**config.mk**
```make
export PLATFORM = sky130hd
export DESIGN_NAME = line_pixel_generator_core
export DESIGN_NICKNAME = d
export VERILOG_FILES = /design/src/hdl/lpg_pkg.sv /design/src/hdl/lpg_front.sv /design/src/hdl/lpg_queue.sv /design/src/hdl/lpg_back.sv /design/src/hdl/line_pixel_generator_core.sv
export SDC_FILE = /design/constraint.sdc
export NUM_CORES = 1
export LEC_CHECK = 0
export BUFFER_PORTS_ARGS = -buffer_cell sky130_fd_sc_hd__clkbuf_2
export CORE_MARGIN = 3
export CORE_UTILIZATION = 50
export CTS_CLUSTER_SIZE = 14
export DETAILED_ROUTE_END_ITERATION = 7
export PLACE_DENSITY = 0.68
export SLEW_MARGIN = 40
export SYNTH_ARGS = -nofsm -noshare
export SYNTH_HDL_FRONTEND = slang
export SYNTH_SLANG_ARGS = --single-unit
export TNS_END_PERCENT = 50
```
**constraint.sdc**
```tcl
create_clock -name clk -period 7.1 [get_ports clk]
set_clock_uncertainty 0.05 [all_clocks]
set_input_delay 0.355 -clock clk [delete_from_list [all_inputs] [get_ports clk]]
set_output_delay 0.355 -clock clk [all_outputs]
set_load 0.02 [all_outputs]
```
**src/hdl/lpg_pkg.sv**
```systemverilog
`default_nettype none
// ----------------------------------------------------------------------------
// lpg_pkg
// Shared types and constants of the line pixel generator.
// ----------------------------------------------------------------------------
package lpg_pkg;

    localparam int COORD_BITS  = 12;
    localparam int COLOR_BITS  = 24;
    localparam int TWICE_BITS  = COORD_BITS + 2;
    localparam int ERR_BITS    = COORD_BITS + 3;
    localparam int QUEUE_DEPTH = 2;

    // request command codes
    localparam logic CMD_START = 1'b0;
    localparam logic CMD_STEP  = 1'b1;

    typedef struct packed {
        logic                  cmd;
        logic [COORD_BITS-1:0] start_x;
        logic [COORD_BITS-1:0] start_y;
        logic [COORD_BITS-1:0] end_x;
        logic [COORD_BITS-1:0] end_y;
        logic [COLOR_BITS-1:0] color;
    } lpg_req_t;

    typedef struct packed {
        logic [COORD_BITS-1:0] pixel_x;
        logic [COORD_BITS-1:0] pixel_y;
        logic [COLOR_BITS-1:0] pixel_color;
        logic                  last;
    } lpg_pix_t;

    // classified request, as held in the queue
    typedef struct packed {
        logic                  is_start;
        logic [COORD_BITS-1:0] sx;
        logic [COORD_BITS-1:0] sy;
        logic [COORD_BITS-1:0] ex;
        logic [COORD_BITS-1:0] ey;
        logic [COLOR_BITS-1:0] color;
        logic [COORD_BITS-1:0] major;
        logic [COORD_BITS-1:0] minor;
        logic                  x_major;
        logic                  x_neg;
        logic                  y_neg;
        logic                  single;
    } lpg_cmd_t;

    typedef struct packed {
        logic empty;
        logic full;
    } lpg_qstat_t;

endpackage
`default_nettype wire

```
**src/hdl/lpg_front.sv**
```systemverilog
`default_nettype none
// ----------------------------------------------------------------------------
// lpg_front
// Takes requests and classifies start requests into octant, major and minor.
// ----------------------------------------------------------------------------
module lpg_front (
    input  wire logic              req_valid,
    output logic                   req_stall,
    input  wire lpg_pkg::lpg_req_t req,
    input  wire lpg_pkg::lpg_qstat_t qstat,
    output logic                   push,
    output lpg_pkg::lpg_cmd_t      entry
);
    import lpg_pkg::*;

    logic                  x_neg;
    logic                  y_neg;
    logic [COORD_BITS-1:0] adx;
    logic [COORD_BITS-1:0] ady;
    logic                  x_major;

    assign req_stall = qstat.full;
    assign push      = req_valid && !qstat.full;

    always_comb
    begin
        x_neg   = req.end_x < req.start_x;
        y_neg   = req.end_y < req.start_y;
        adx     = x_neg ? (req.start_x - req.end_x) : (req.end_x - req.start_x);
        ady     = y_neg ? (req.start_y - req.end_y) : (req.end_y - req.start_y);
        // equal lengths: x is the major axis
        x_major = adx >= ady;

        entry.is_start = (req.cmd == CMD_START);
        entry.sx       = req.start_x;
        entry.sy       = req.start_y;
        entry.ex       = req.end_x;
        entry.ey       = req.end_y;
        entry.color    = req.color;
        entry.major    = x_major ? adx : ady;
        entry.minor    = x_major ? ady : adx;
        entry.x_major  = x_major;
        entry.x_neg    = x_neg;
        entry.y_neg    = y_neg;
        entry.single   = (entry.major == '0);
    end

endmodule
`default_nettype wire

```
**src/hdl/lpg_queue.sv**
```systemverilog
`default_nettype none
// ----------------------------------------------------------------------------
// lpg_queue
// Small FIFO of classified requests between front and back.
// ----------------------------------------------------------------------------
module lpg_queue #(
    parameter int DEPTH = lpg_pkg::QUEUE_DEPTH
) (
    input  wire logic                clk,
    input  wire logic                rst_n,
    input  wire logic                push,
    input  wire lpg_pkg::lpg_cmd_t   wr_entry,
    input  wire logic                pop,
    output lpg_pkg::lpg_cmd_t        head,
    output lpg_pkg::lpg_qstat_t      qstat
);
    import lpg_pkg::*;

    localparam int PTR_BITS = (DEPTH > 1) ? $clog2(DEPTH) : 1;
    localparam int CNT_BITS = $clog2(DEPTH + 1);

    lpg_cmd_t            slot_reg [DEPTH];
    logic [PTR_BITS-1:0] wr_ptr_reg, wr_ptr_next;
    logic [PTR_BITS-1:0] rd_ptr_reg, rd_ptr_next;
    logic [CNT_BITS-1:0] count_reg, count_next;
    logic                do_push;
    logic                do_pop;

    assign qstat.empty = (count_reg == '0);
    assign qstat.full  = (count_reg == CNT_BITS'(DEPTH));
    assign do_push     = push && !qstat.full;
    assign do_pop      = pop && !qstat.empty;
    assign head        = slot_reg[rd_ptr_reg];

    always_comb
    begin
        wr_ptr_next = wr_ptr_reg;
        rd_ptr_next = rd_ptr_reg;
        count_next  = count_reg;
        if (do_push)
        begin
            wr_ptr_next = (wr_ptr_reg == PTR_BITS'(DEPTH - 1)) ? '0 : wr_ptr_reg + 1'b1;
        end
        if (do_pop)
        begin
            rd_ptr_next = (rd_ptr_reg == PTR_BITS'(DEPTH - 1)) ? '0 : rd_ptr_reg + 1'b1;
        end
        case ({do_push, do_pop})
            2'b10:   count_next = count_reg + 1'b1;
            2'b01:   count_next = count_reg - 1'b1;
            default: count_next = count_reg;
        endcase
    end

    always_ff @(posedge clk or negedge rst_n)
    begin
        if (!rst_n)
        begin
            wr_ptr_reg <= '0;
            rd_ptr_reg <= '0;
            count_reg  <= '0;
        end
        else
        begin
            wr_ptr_reg <= wr_ptr_next;
            rd_ptr_reg <= rd_ptr_next;
            count_reg  <= count_next;
        end
    end

    always_ff @(posedge clk)
    begin
        if (do_push)
        begin
            slot_reg[wr_ptr_reg] <= wr_entry;
        end
    end

    // occupancy bookkeeping
    a_count_bound: assert property (@(posedge clk) disable iff (!rst_n)
        count_reg <= CNT_BITS'(DEPTH))
        else $error("queue count above depth");
    a_ptr_gap: assert property (@(posedge clk) disable iff (!rst_n)
        (count_reg == '0) |-> (wr_ptr_reg == rd_ptr_reg))
        else $error("empty queue with pointer gap");
    a_push_grows: assert property (@(posedge clk) disable iff (!rst_n)
        (do_push && !do_pop) |=> (count_reg == $past(count_reg) + 1'b1))
        else $error("push without pop did not grow the queue");

endmodule
`default_nettype wire

```
**src/hdl/lpg_back.sv**
```systemverilog
`default_nettype none
// ----------------------------------------------------------------------------
// lpg_back
// Bresenham stepper: one queued request per cycle unless the pixel stalls, pixel output register.
// ----------------------------------------------------------------------------
module lpg_back (
    input  wire logic                clk,
    input  wire logic                rst_n,
    input  wire lpg_pkg::lpg_cmd_t   head,
    input  wire lpg_pkg::lpg_qstat_t qstat,
    output logic                     pop,
    output logic                     pix_valid,
    input  wire logic                pix_stall,
    output lpg_pkg::lpg_pix_t        pix
);
    import lpg_pkg::*;

    logic [COORD_BITS-1:0] cur_x_reg, cur_x_next;
    logic [COORD_BITS-1:0] cur_y_reg, cur_y_next;
    logic [COORD_BITS-1:0] target_x_reg, target_x_next;
    logic [COORD_BITS-1:0] target_y_reg, target_y_next;
    logic [ERR_BITS-1:0]   err_reg, err_next;
    logic [TWICE_BITS-1:0] twice_major_reg, twice_major_next;
    logic [TWICE_BITS-1:0] twice_minor_reg, twice_minor_next;
    logic                  x_major_reg, x_major_next;
    logic                  x_neg_reg, x_neg_next;
    logic                  y_neg_reg, y_neg_next;
    logic [COLOR_BITS-1:0] color_reg, color_next;
    logic                  active_reg, active_next;
    logic                  pix_valid_reg, pix_valid_next;
    lpg_pix_t              pix_reg, pix_next;

    logic                  out_free;
    logic [ERR_BITS-1:0]   err_sub;
    logic [ERR_BITS-1:0]   err_add;
    logic                  minor_step;
    logic [COORD_BITS-1:0] x_stepped;
    logic [COORD_BITS-1:0] y_stepped;
    logic                  emit;

    assign out_free  = !pix_valid_reg || !pix_stall;
    assign pop       = !qstat.empty && out_free;
    assign pix_valid = pix_valid_reg;
    assign pix       = pix_reg;

    assign err_sub    = err_reg - {1'b0, twice_minor_reg};
    assign err_add    = err_sub + {1'b0, twice_major_reg};
    assign minor_step = err_sub[ERR_BITS-1];
    assign x_stepped  = x_neg_reg ? cur_x_reg - 1'b1 : cur_x_reg + 1'b1;
    assign y_stepped  = y_neg_reg ? cur_y_reg - 1'b1 : cur_y_reg + 1'b1;
    assign emit       = pop && (head.is_start || active_reg);

    always_comb
    begin
        cur_x_next       = cur_x_reg;
        cur_y_next       = cur_y_reg;
        target_x_next    = target_x_reg;
        target_y_next    = target_y_reg;
        err_next         = err_reg;
        twice_major_next = twice_major_reg;
        twice_minor_next = twice_minor_reg;
        x_major_next     = x_major_reg;
        x_neg_next       = x_neg_reg;
        y_neg_next       = y_neg_reg;
        color_next       = color_reg;
        active_next      = active_reg;
        pix_next         = pix_reg;
        pix_valid_next   = pix_valid_reg && pix_stall;

        if (pop && head.is_start)
        begin
            cur_x_next       = head.sx;
            cur_y_next       = head.sy;
            target_x_next    = head.ex;
            target_y_next    = head.ey;
            err_next         = ERR_BITS'(head.major);
            twice_major_next = {1'b0, head.major, 1'b0};
            twice_minor_next = {1'b0, head.minor, 1'b0};
            x_major_next     = head.x_major;
            x_neg_next       = head.x_neg;
            y_neg_next       = head.y_neg;
            color_next       = head.color;
            active_next      = !head.single;
            pix_next.pixel_x     = head.sx;
            pix_next.pixel_y     = head.sy;
            pix_next.pixel_color = head.color;
            pix_next.last        = head.single;
        end
        else if (pop && active_reg)
        begin
            err_next = minor_step ? err_add : err_sub;
            if (x_major_reg)
            begin
                cur_x_next = x_stepped;
                cur_y_next = minor_step ? y_stepped : cur_y_reg;
                pix_next.last = (x_stepped == target_x_reg);
            end
            else
            begin
                cur_y_next = y_stepped;
                cur_x_next = minor_step ? x_stepped : cur_x_reg;
                pix_next.last = (y_stepped == target_y_reg);
            end
            active_next          = !pix_next.last;
            pix_next.pixel_x     = cur_x_next;
            pix_next.pixel_y     = cur_y_next;
            pix_next.pixel_color = color_reg;
        end

        if (emit)
        begin
            pix_valid_next = 1'b1;
        end
    end

    always_ff @(posedge clk or negedge rst_n)
    begin
        if (!rst_n)
        begin
            cur_x_reg       <= '0;
            cur_y_reg       <= '0;
            target_x_reg    <= '0;
            target_y_reg    <= '0;
            err_reg         <= '0;
            twice_major_reg <= '0;
            twice_minor_reg <= '0;
            x_major_reg     <= 1'b0;
            x_neg_reg       <= 1'b0;
            y_neg_reg       <= 1'b0;
            color_reg       <= '0;
            active_reg      <= 1'b0;
            pix_valid_reg   <= 1'b0;
        end
        else
        begin
            cur_x_reg       <= cur_x_next;
            cur_y_reg       <= cur_y_next;
            target_x_reg    <= target_x_next;
            target_y_reg    <= target_y_next;
            err_reg         <= err_next;
            twice_major_reg <= twice_major_next;
            twice_minor_reg <= twice_minor_next;
            x_major_reg     <= x_major_next;
            x_neg_reg       <= x_neg_next;
            y_neg_reg       <= y_neg_next;
            color_reg       <= color_next;
            active_reg      <= active_next;
            pix_valid_reg   <= pix_valid_next;
        end
    end

    always_ff @(posedge clk)
    begin
        pix_reg <= pix_next;
    end

    a_err_nonneg: assert property (@(posedge clk) disable iff (!rst_n)
        active_reg |-> !err_reg[ERR_BITS-1])
        else $error("error term negative during a segment");
    a_start_emits: assert property (@(posedge clk) disable iff (!rst_n)
        (pop && head.is_start) |=> pix_valid_reg)
        else $error("start request produced no pixel");
    a_last_ends: assert property (@(posedge clk) disable iff (!rst_n)
        emit |=> (active_reg == !pix_reg.last))
        else $error("segment activity disagrees with last flag");
    a_idle_step_quiet: assert property (@(posedge clk) disable iff (!rst_n)
        (pop && !head.is_start && !active_reg) |=> ($stable(cur_x_reg) && $stable(cur_y_reg)))
        else $error("step without segment moved the pen");

endmodule
`default_nettype wire

```
**src/hdl/line_pixel_generator_core.sv**
```systemverilog
`default_nettype none
// ----------------------------------------------------------------------------
// line_pixel_generator_core
// All-octant Bresenham line generator: start requests load a segment and
// emit its first pixel, step requests emit the following pixels.
// ----------------------------------------------------------------------------
//
//  channel  dir  handshake            payload
//  -------  ---  -------------------  ---------------------------------------
//  req      in   req_valid/req_stall  cmd, start_x/y, end_x/y, color
//  pix      out  pix_valid/pix_stall  pixel_x, pixel_y, pixel_color, last
//
//  One request per clock sustained while pix_stall is low; a pixel is
//  presented once its request has passed through the queue and then the
//  stepper's output register (queue write at the accepting edge).
//  The loop that sets the rate is the stepper's error update: one subtract,
//  one conditional add and a coordinate increment per cycle.
//  Reset (rst_n, async, low) empties the queue and leaves no segment active.
//  A stalled pixel holds the stepper; the queue absorbs requests until full,
//  then req_stall rises.
//
module line_pixel_generator_core #(
    parameter int QUEUE_DEPTH = lpg_pkg::QUEUE_DEPTH
) (
    input  wire logic              clk,
    input  wire logic              rst_n,
    input  wire logic              req_valid,
    output logic                   req_stall,
    input  wire lpg_pkg::lpg_req_t req,
    output logic                   pix_valid,
    input  wire logic              pix_stall,
    output lpg_pkg::lpg_pix_t      pix
);
    import lpg_pkg::*;

    // front -> queue
    logic       push;
    lpg_cmd_t   wr_entry;
    // queue -> back
    lpg_cmd_t   head;
    lpg_qstat_t qstat;
    logic       pop;

    // front: takes requests, works out octant and axis lengths
    lpg_front u_front (
        .req_valid (req_valid),
        .req_stall (req_stall),
        .req       (req),
        .qstat     (qstat),
        .push      (push),
        .entry     (wr_entry)
    );

    // decouples request intake from pixel output backpressure
    lpg_queue #(
        .DEPTH (QUEUE_DEPTH)
    ) u_queue (
        .clk      (clk),
        .rst_n    (rst_n),
        .push     (push),
        .wr_entry (wr_entry),
        .pop      (pop),
        .head     (head),
        .qstat    (qstat)
    );

    // back: segment state, error term, pixel register
    lpg_back u_back (
        .clk       (clk),
        .rst_n     (rst_n),
        .head      (head),
        .qstat     (qstat),
        .pop       (pop),
        .pix_valid (pix_valid),
        .pix_stall (pix_stall),
        .pix       (pix)
    );

endmodule
`default_nettype wire
```
## After elaboration in Yosys (flattened, before gate mapping)

Memory sizes are Yosys's and may differ from the RTL's.
Index checks and enable logic that the tools add are counted.
W data, S select, Z words.

| storage, ports and cells | value |
|---|---|
| register bits | 169 |
| latch bits | 0 |
| bits in writable memories | 202 |
| bits in read-only memories | 0 |
| input port bits | 77 |
| output and inout bits | 51 |
| logic and storage cells | 94 |
| memories kept | 1 |

| operators by class | value |
|---|---|
| add/subtract/negate cells | 14 |
| multipliers | 0 |
| divide/modulo/power cells | 0 |
| magnitude comparators | 3 |
| equal/unequal tests | 5 |
| shifts and indexed selects | 0 |
| multiplexer cells | 30 |
| bitwise gates (word level) | 1 |
| reduce and logical (&&, ||, !) cells | 20 |

Memory list:

| name | words | width | rd ports | clocked after memory_dff | write ports | RTL line | source |
|---|---|---|---|---|---|---|---|
| u_queue.slot_reg | 2 | 101 | 1 | 0 | 1 | lpg_queue.sv:22 | `lpg_cmd_t slot_reg [DEPTH];` |

Operator list:

| kind | count |
|---|---|
| $mux W12 | 14 |
| $mux W49 | 2 |
| $sub A12 B12 Y12 | 4 |
| $mux W15 | 3 |
| $add A12 B1 Y12 const B | 2 |
| $eq A12 B12 Y1 | 2 |
| $lt A12 B12 Y1 | 2 |
| $sub A12 B1 Y12 const B | 2 |
| $add A15 B13 Y15 | 1 |
| $sub A15 B13 Y15 | 1 |
| $ge A12 B12 Y1 | 1 |
| $logic_not A12 Y1 | 1 |
| $mux W1 | 10 |
| $logic_and A1 B1 Y1 | 8 |
| $logic_not A1 Y1 | 6 |
| $eq A2 B2 Y1 const B | 2 |
| $pmux W2 S2 | 1 |
| $reduce_bool A2 Y1 | 2 |
| $add A1 B1 Y1 const B | 2 |
| $add A2 B1 Y2 const B | 1 |
| $eq A2 B1 Y1 const B | 1 |
| $logic_not A2 Y1 | 1 |
| $logic_or A1 B1 Y1 | 2 |
| $sub A2 B1 Y2 const B | 1 |
| $not A1 Y1 | 1 |

## Longest topological paths before layout

| logic depth | value |
|---|---|
| depth in word-level cells | 9 |
| gate-level depth with buffers | 22 |
| mapped depth without buffers | 21 |

## Cells and area by module

From an unflattened synthesis, not the netlist that was laid out.

| unflattened totals | value |
|---|---|
| cells, all modules | 1857 |
| area total of the unflattened synthesis | 21030.2 um2 |

Modules (own cells, without submodules):

| module | instances | cells an instance | area each (um2) | sequential area each (um2) |
|---|---|---|---|---|
| lpg_back | 1 | 980 | 9341.5 | 4349.2 |
| lpg_queue | 1 | 332 | 7805.0 | 6165.9 |
| lpg_front | 1 | 545 | 3883.7 | 0.0 |

## Worst setup path after synthesis

Ideal clock, no wire load.

| timing path | value |
|---|---|
| path type | flip-flop to flip-flop |
| start | register u_queue.count_reg[0] |
| end | memory u_queue.slot_reg[0][0] (netlist name) (enable) |
| setup time | 0.562 ns |
| arrival | 4.835 ns |
| data required time | 6.488 ns |
| slack | 1.654 ns |
| stages on the path, launching flop included | 4 |
| buffers on the path | 0 |
| clock period less this slack | 5.446 ns |
| cells stage by stage | dfrtp_1 nand2b_1 nand2_1 nor2_1 |

| between the ends | value |
|---|---|
| cells in the longest elaborated chain, start to end | 6 |

Ends and longest elaborated chain:

| what | RTL line | source |
|---|---|---|
| start, declared | lpg_queue.sv:25 | `logic [CNT_BITS-1:0] count_reg, count_next;` |
| start signal, assigned | lpg_queue.sv:67 | `count_reg <= count_next;` |
| $eq A2 B2 Y1 (*) | lpg_queue.sv:30 | `assign qstat.full = (count_reg == CNT_BITS'(DEPTH));` |
| $logic_not A1 Y1 (*) | lpg_front.sv:23, lpg_queue.sv:31 |  |
| $logic_and A1 B1 Y1 | lpg_front.sv:23 | `assign push = req_valid && !qstat.full;` |
| $logic_and A1 B1 Y1 (*) | lpg_queue.sv:31 | `assign do_push = push && !qstat.full;` |
| $mux W1 (*) | lpg_queue.sv:73 | `if (do_push)` |
| $mux W1 (implied by the code) (*) | lpg_queue.sv:75 | `slot_reg[wr_ptr_reg] <= wr_entry;` |
| end, declared | lpg_queue.sv:22 |  |

Every way passes the cells marked *; elsewhere a longest branch is shown, timed or not.

==> flow_summary.rst <==
.. list-table::
   :header-rows: 1

   * - Metric
     - Value
   * - Status
     - finished, final reports clean
   * - Drt first-iter violations
     - between 800 and 900
   * - Category of the most critical setup path
     - input port to flip-flop
   * - Tightest hold margin
     - 15.86 ps
   * - Cells resized by post-CTS repair
     - 0
   * - Commonest cells after routing, fill and taps aside
     - sky130_fd_sc_hd__edfxtp_1 (251), sky130_fd_sc_hd__clkbuf_2 (126), sky130_fd_sc_hd__nand2_1 (121)
   * - Max Cap Viol
     - 0
   * - Filler cell count in the final layout
     - 3,088
   * - Clock net sink count
     - 370
   * - Leakage power figure
     - about 9.3 nW
   * - Height of the chip
     - a little over 200 um
   * - Share of flip-flops with an asynchronous set or reset
     - around a third
   * - Dpl cells
     - roughly 2,200
   * - Data arrival, critical path
     - 5920 ps
   * - Number of I/O pins
     - about 130
   * - Final period demand of the worst path
     - between 5000 and 6000 ps
   * - Cells traversed along the worst timing path
     - dlygate4sd3_1 > clkbuf_2 > inv_1 > ha_1 > inv_1 > fa_1 > a211oi_1 > o21bai_1 > a21boi_4 > mux2i_1 > xor2_1 > inv_1 > ha_1 > a21oi_1 > o21ai_0 > a21oi_1 > o211ai_1 > a21oi_2 > inv_2 > mux2i_1 > a2111o_1 > nor4_2
   * - Clock transition at the register clock pins on the worst setup and hold paths after CTS
     - around 60 ps
   * - Die area
     - just over 40,000 um^2
   * - Wire length of the first global-routing pass
     - between 70,000 and 80,000 um
   * - Number of slew-limit violations in the final report
     - 0
   * - Slew at the pin with the worst max-slew slack
     - 836.5 ps
   * - CTS tree
     - done
   * - Number of warnings reported in the yosys synthesis log
     - 0
   * - Critical path's largest stage delay
     - 550 ps
   * - Setup Viol. Count Final
     - 0
   * - Count of endpoints failing hold in the final timing report
     - 0
   * - Cell repeated most along the worst path
     - sky130_fd_sc_hd__inv_1
   * - Post-synth EDFFs
     - ~250
   * - Maximum operating frequency
     - approximately 180 MHz
   * - Post-Route WL
     - 44,630 um
   * - Number of global-route vias before repair
     - 12,630
   * - Number of buffers inserted for hold repair after clock tree synthesis
     - 71
   * - Horizontal die dimension
     - around 200 um
   * - Number of flip-flops under the largest register name
     - 202
   * - Routability cong.
     - between 0.8 and 0.9
   * - Crit path launch type
     - input port
   * - Placeable core region
     - 37,670 um^2
   * - Number of CTS-inserted buffers
     - 40
   * - Mean number of vias per cell
     - between 5 and 6
   * - H-tree depth
     - 2
   * - Type of the worst min-delay path
     - input port to flip-flop
   * - Most common flop cell mapped by yosys
     - sky130_fd_sc_hd__edfxtp_1
   * - First-pass detailed-route iteration total
     - 5
   * - Nets in the synthesized netlist
     - roughly 1,800
   * - Share of the clock period used by the worst path
     - between 70% and 80%
   * - Number of cell rows
     - 71
   * - Sum of negative setup slack
     - 0 ps
   * - Power density cells
     - 566.4 nW/um^2
   * - Synthesis-to-finish area growth
     - 16.95%
   * - Final routed DRC violation total
     - 0
   * - CP Data Required Time
     - 7430 ps
   * - Port Buffer Count
     - about 130
   * - Root buf cell
     - sky130_fd_sc_hd__clkbuf_16
   * - Number of antenna violations at the first check in global routing
     - 0
   * - Clock latency reported for the late side of the worst-skew pair
     - ~580 ps
   * - Total non-filler cell area in the finished layout
     - approximately 22,000 um^2
   * - Max clock buf depth
     - 3
   * - Final standard cell count with taps included and fillers excluded
     - about 2,300
   * - Final layout net count
     - between 1,500 and 2,000
   * - Mean cell area of the mapped netlist
     - 11.91 um^2
   * - Detailed Place HPWL
     - ~31,000 um
   * - WL/cell
     - between 15 and 20 um
   * - Most common cell after layout, fill and taps aside
     - sky130_fd_sc_hd__edfxtp_1
   * - Post-CTS setup buffer count
     - 0
   * - Synthesized instance count
     - 1,606
   * - Placed cell area
     - roughly 20,000 um^2
   * - Unrepaired setup endpoints after global routing
     - no
   * - Number of library cell types mapped by synthesis
     - slightly below 90
   * - Starting density of the core
     - between 50% and 60%
   * - Register area
     - roughly 11,000 um^2
   * - Remaining global-route overflow
     - 0
   * - Cell area after synthesis
     - 19,130 um^2
   * - Maximum number of pins on one net before global-route repair
     - around 130
   * - Total routing usage reported by global routing
     - between 20% and 30%
   * - Portion of the post-synthesis area used by sequential elements
     - between 50 and 60%
   * - Antenna diode instance count
     - 0
   * - Antenna violation net count after detailed routing
     - 0
   * - Worst vdd ir
     - 291.4 uV
   * - Area occupied by multi-input gates
     - roughly 8000 um^2
   * - Fraction of final layout cells with drive strength greater than 1
     - between 10 and 15%
   * - Endpoint class of the critical path
     - flip-flop
   * - Total via count in the routed design
     - between 10,000 and 15,000
   * - Core utilization of the finished layout
     - between 50% and 60%
   * - Post-synthesis sequential element count
     - 370
   * - Slew margin rel.
     - 43.90%
   * - Slowest CP cell
     - sky130_fd_sc_hd__dlygate4sd3_1
   * - Max FO, Critical Path
     - 20
[report_power, final]
| group | total, mW | internal, mW | switching [mW] | leakage [nW] |
|---|---|---|---|---|
| logic | 6.88 | 2.82 | 4.06 | 4.87 |
| registers | 3.81 | 3.39 | 0.423 | 3.78 |
| clock network | 1.98 | 1.11 | 0.874 | 0.618 |
[synthesized netlist by cell type, types with 10 or more instances]
cell,count,share of area [%]
sky130_fd_sc_hd__a211oi_1,51,2.0
sky130_fd_sc_hd__a21o_1,17,0.67
sky130_fd_sc_hd__a21oi_1,102,2.7
sky130_fd_sc_hd__a31oi_1,15,0.49
sky130_fd_sc_hd__buf_1,10,0.20
sky130_fd_sc_hd__clkbuf_1,46,0.90
sky130_fd_sc_hd__dfrtp_1,119,16
sky130_fd_sc_hd__edfxtp_1,251,39
sky130_fd_sc_hd__ha_1,103,6.7
sky130_fd_sc_hd__inv_1,96,1.9
sky130_fd_sc_hd__mux2_2,15,0.88
sky130_fd_sc_hd__mux2i_1,112,5.9
sky130_fd_sc_hd__nand2_1,122,2.4
sky130_fd_sc_hd__nand3_1,18,0.47
sky130_fd_sc_hd__nor2_1,88,1.7
sky130_fd_sc_hd__nor2b_1,31,1.0
sky130_fd_sc_hd__nor3_1,25,0.65
sky130_fd_sc_hd__o211ai_1,10,0.39
sky130_fd_sc_hd__o21a_1,15,0.59
sky130_fd_sc_hd__o21ai_0,103,2.7
sky130_fd_sc_hd__xnor2_1,44,2.0
sky130_fd_sc_hd__xor2_1,35,1.6
[kinds of logic (layout without fill, tap and decap cells)]
family,count (synthesis),count (layout),synth area share [%]
AOI/OAI and AO/OA,402,402,13.87
xor gates and xnor gates,91,91,4.944
adders and majority gates,111,111,7.574
buffers and inverters,164,386,3.381
DFF,370,370,54.96
muxes,128,128,6.821
and+or+nand+nor,340,340,8.450
[path summary, 6_finish.rpt]
kind,slack (ps),endpoint,startpoint,cells past startpoint
max,1510,u_queue.slot_reg[1][0],req[36],22
max reg2reg,3250,u_back.err_reg[13],u_back.err_reg[1],16
max in group asynchronous,5630,u_queue.rd_ptr_reg,rst_n,3
min,20,u_queue.slot_reg[0][100],req[72],2
min in group asynchronous,270,u_back.color_reg[13],rst_n,2
min reg2reg,430,u_back.twice_minor_reg[6],u_back.twice_minor_reg[6],2
[per-layer routing]
metal | vias up | share of wire (%) | track usage (%)
met5 | - | 0 | 0
met4 | 0 | 2.1 | 6.155
met3 | 60 | 4.1 | 3.171
met2 | 254 | 46 | 35.04
met1 | 6367 | 47 | 32.09
li1 | 6275 | - | -
[layout make-up]
type | instances | area share (%)
Timing Repair Buffer | 216 | 7.007
Clock buffer | 54 | 4.888
Multi-Input combinational cell | 1072 | 35.83
Inverter | 97 | 1.627
Sequential cell | 370 | 47.02
Tap cell | 511 | 2.858
Clock inverter | 19 | 0.7718
[metrics by stage]
step	power, mW	worst slack (ps)
finish	12.67	1512
global route	13.63	1066
CTS	12.71	1623
detailed placement	10.64	1576
global placement	10.40	1745
floorplan	8.993	1654
[critical path, delay by kind of cell]
| kind | cells | cell delay (ps) |
|---|---|---|
| AO/OA/AOI/OAI | 9 | 2470 |
| XOR/XNOR | 1 | 260 |
| adder cells (fa/ha/maj) | 3 | 890 |
| buffers and inverters | 6 | 1160 |
| multiplexers | 2 | 520 |
| AND/OR/NAND/NOR | 1 | 270 |
Note: power is estimated with default switching activity, not from simulation.
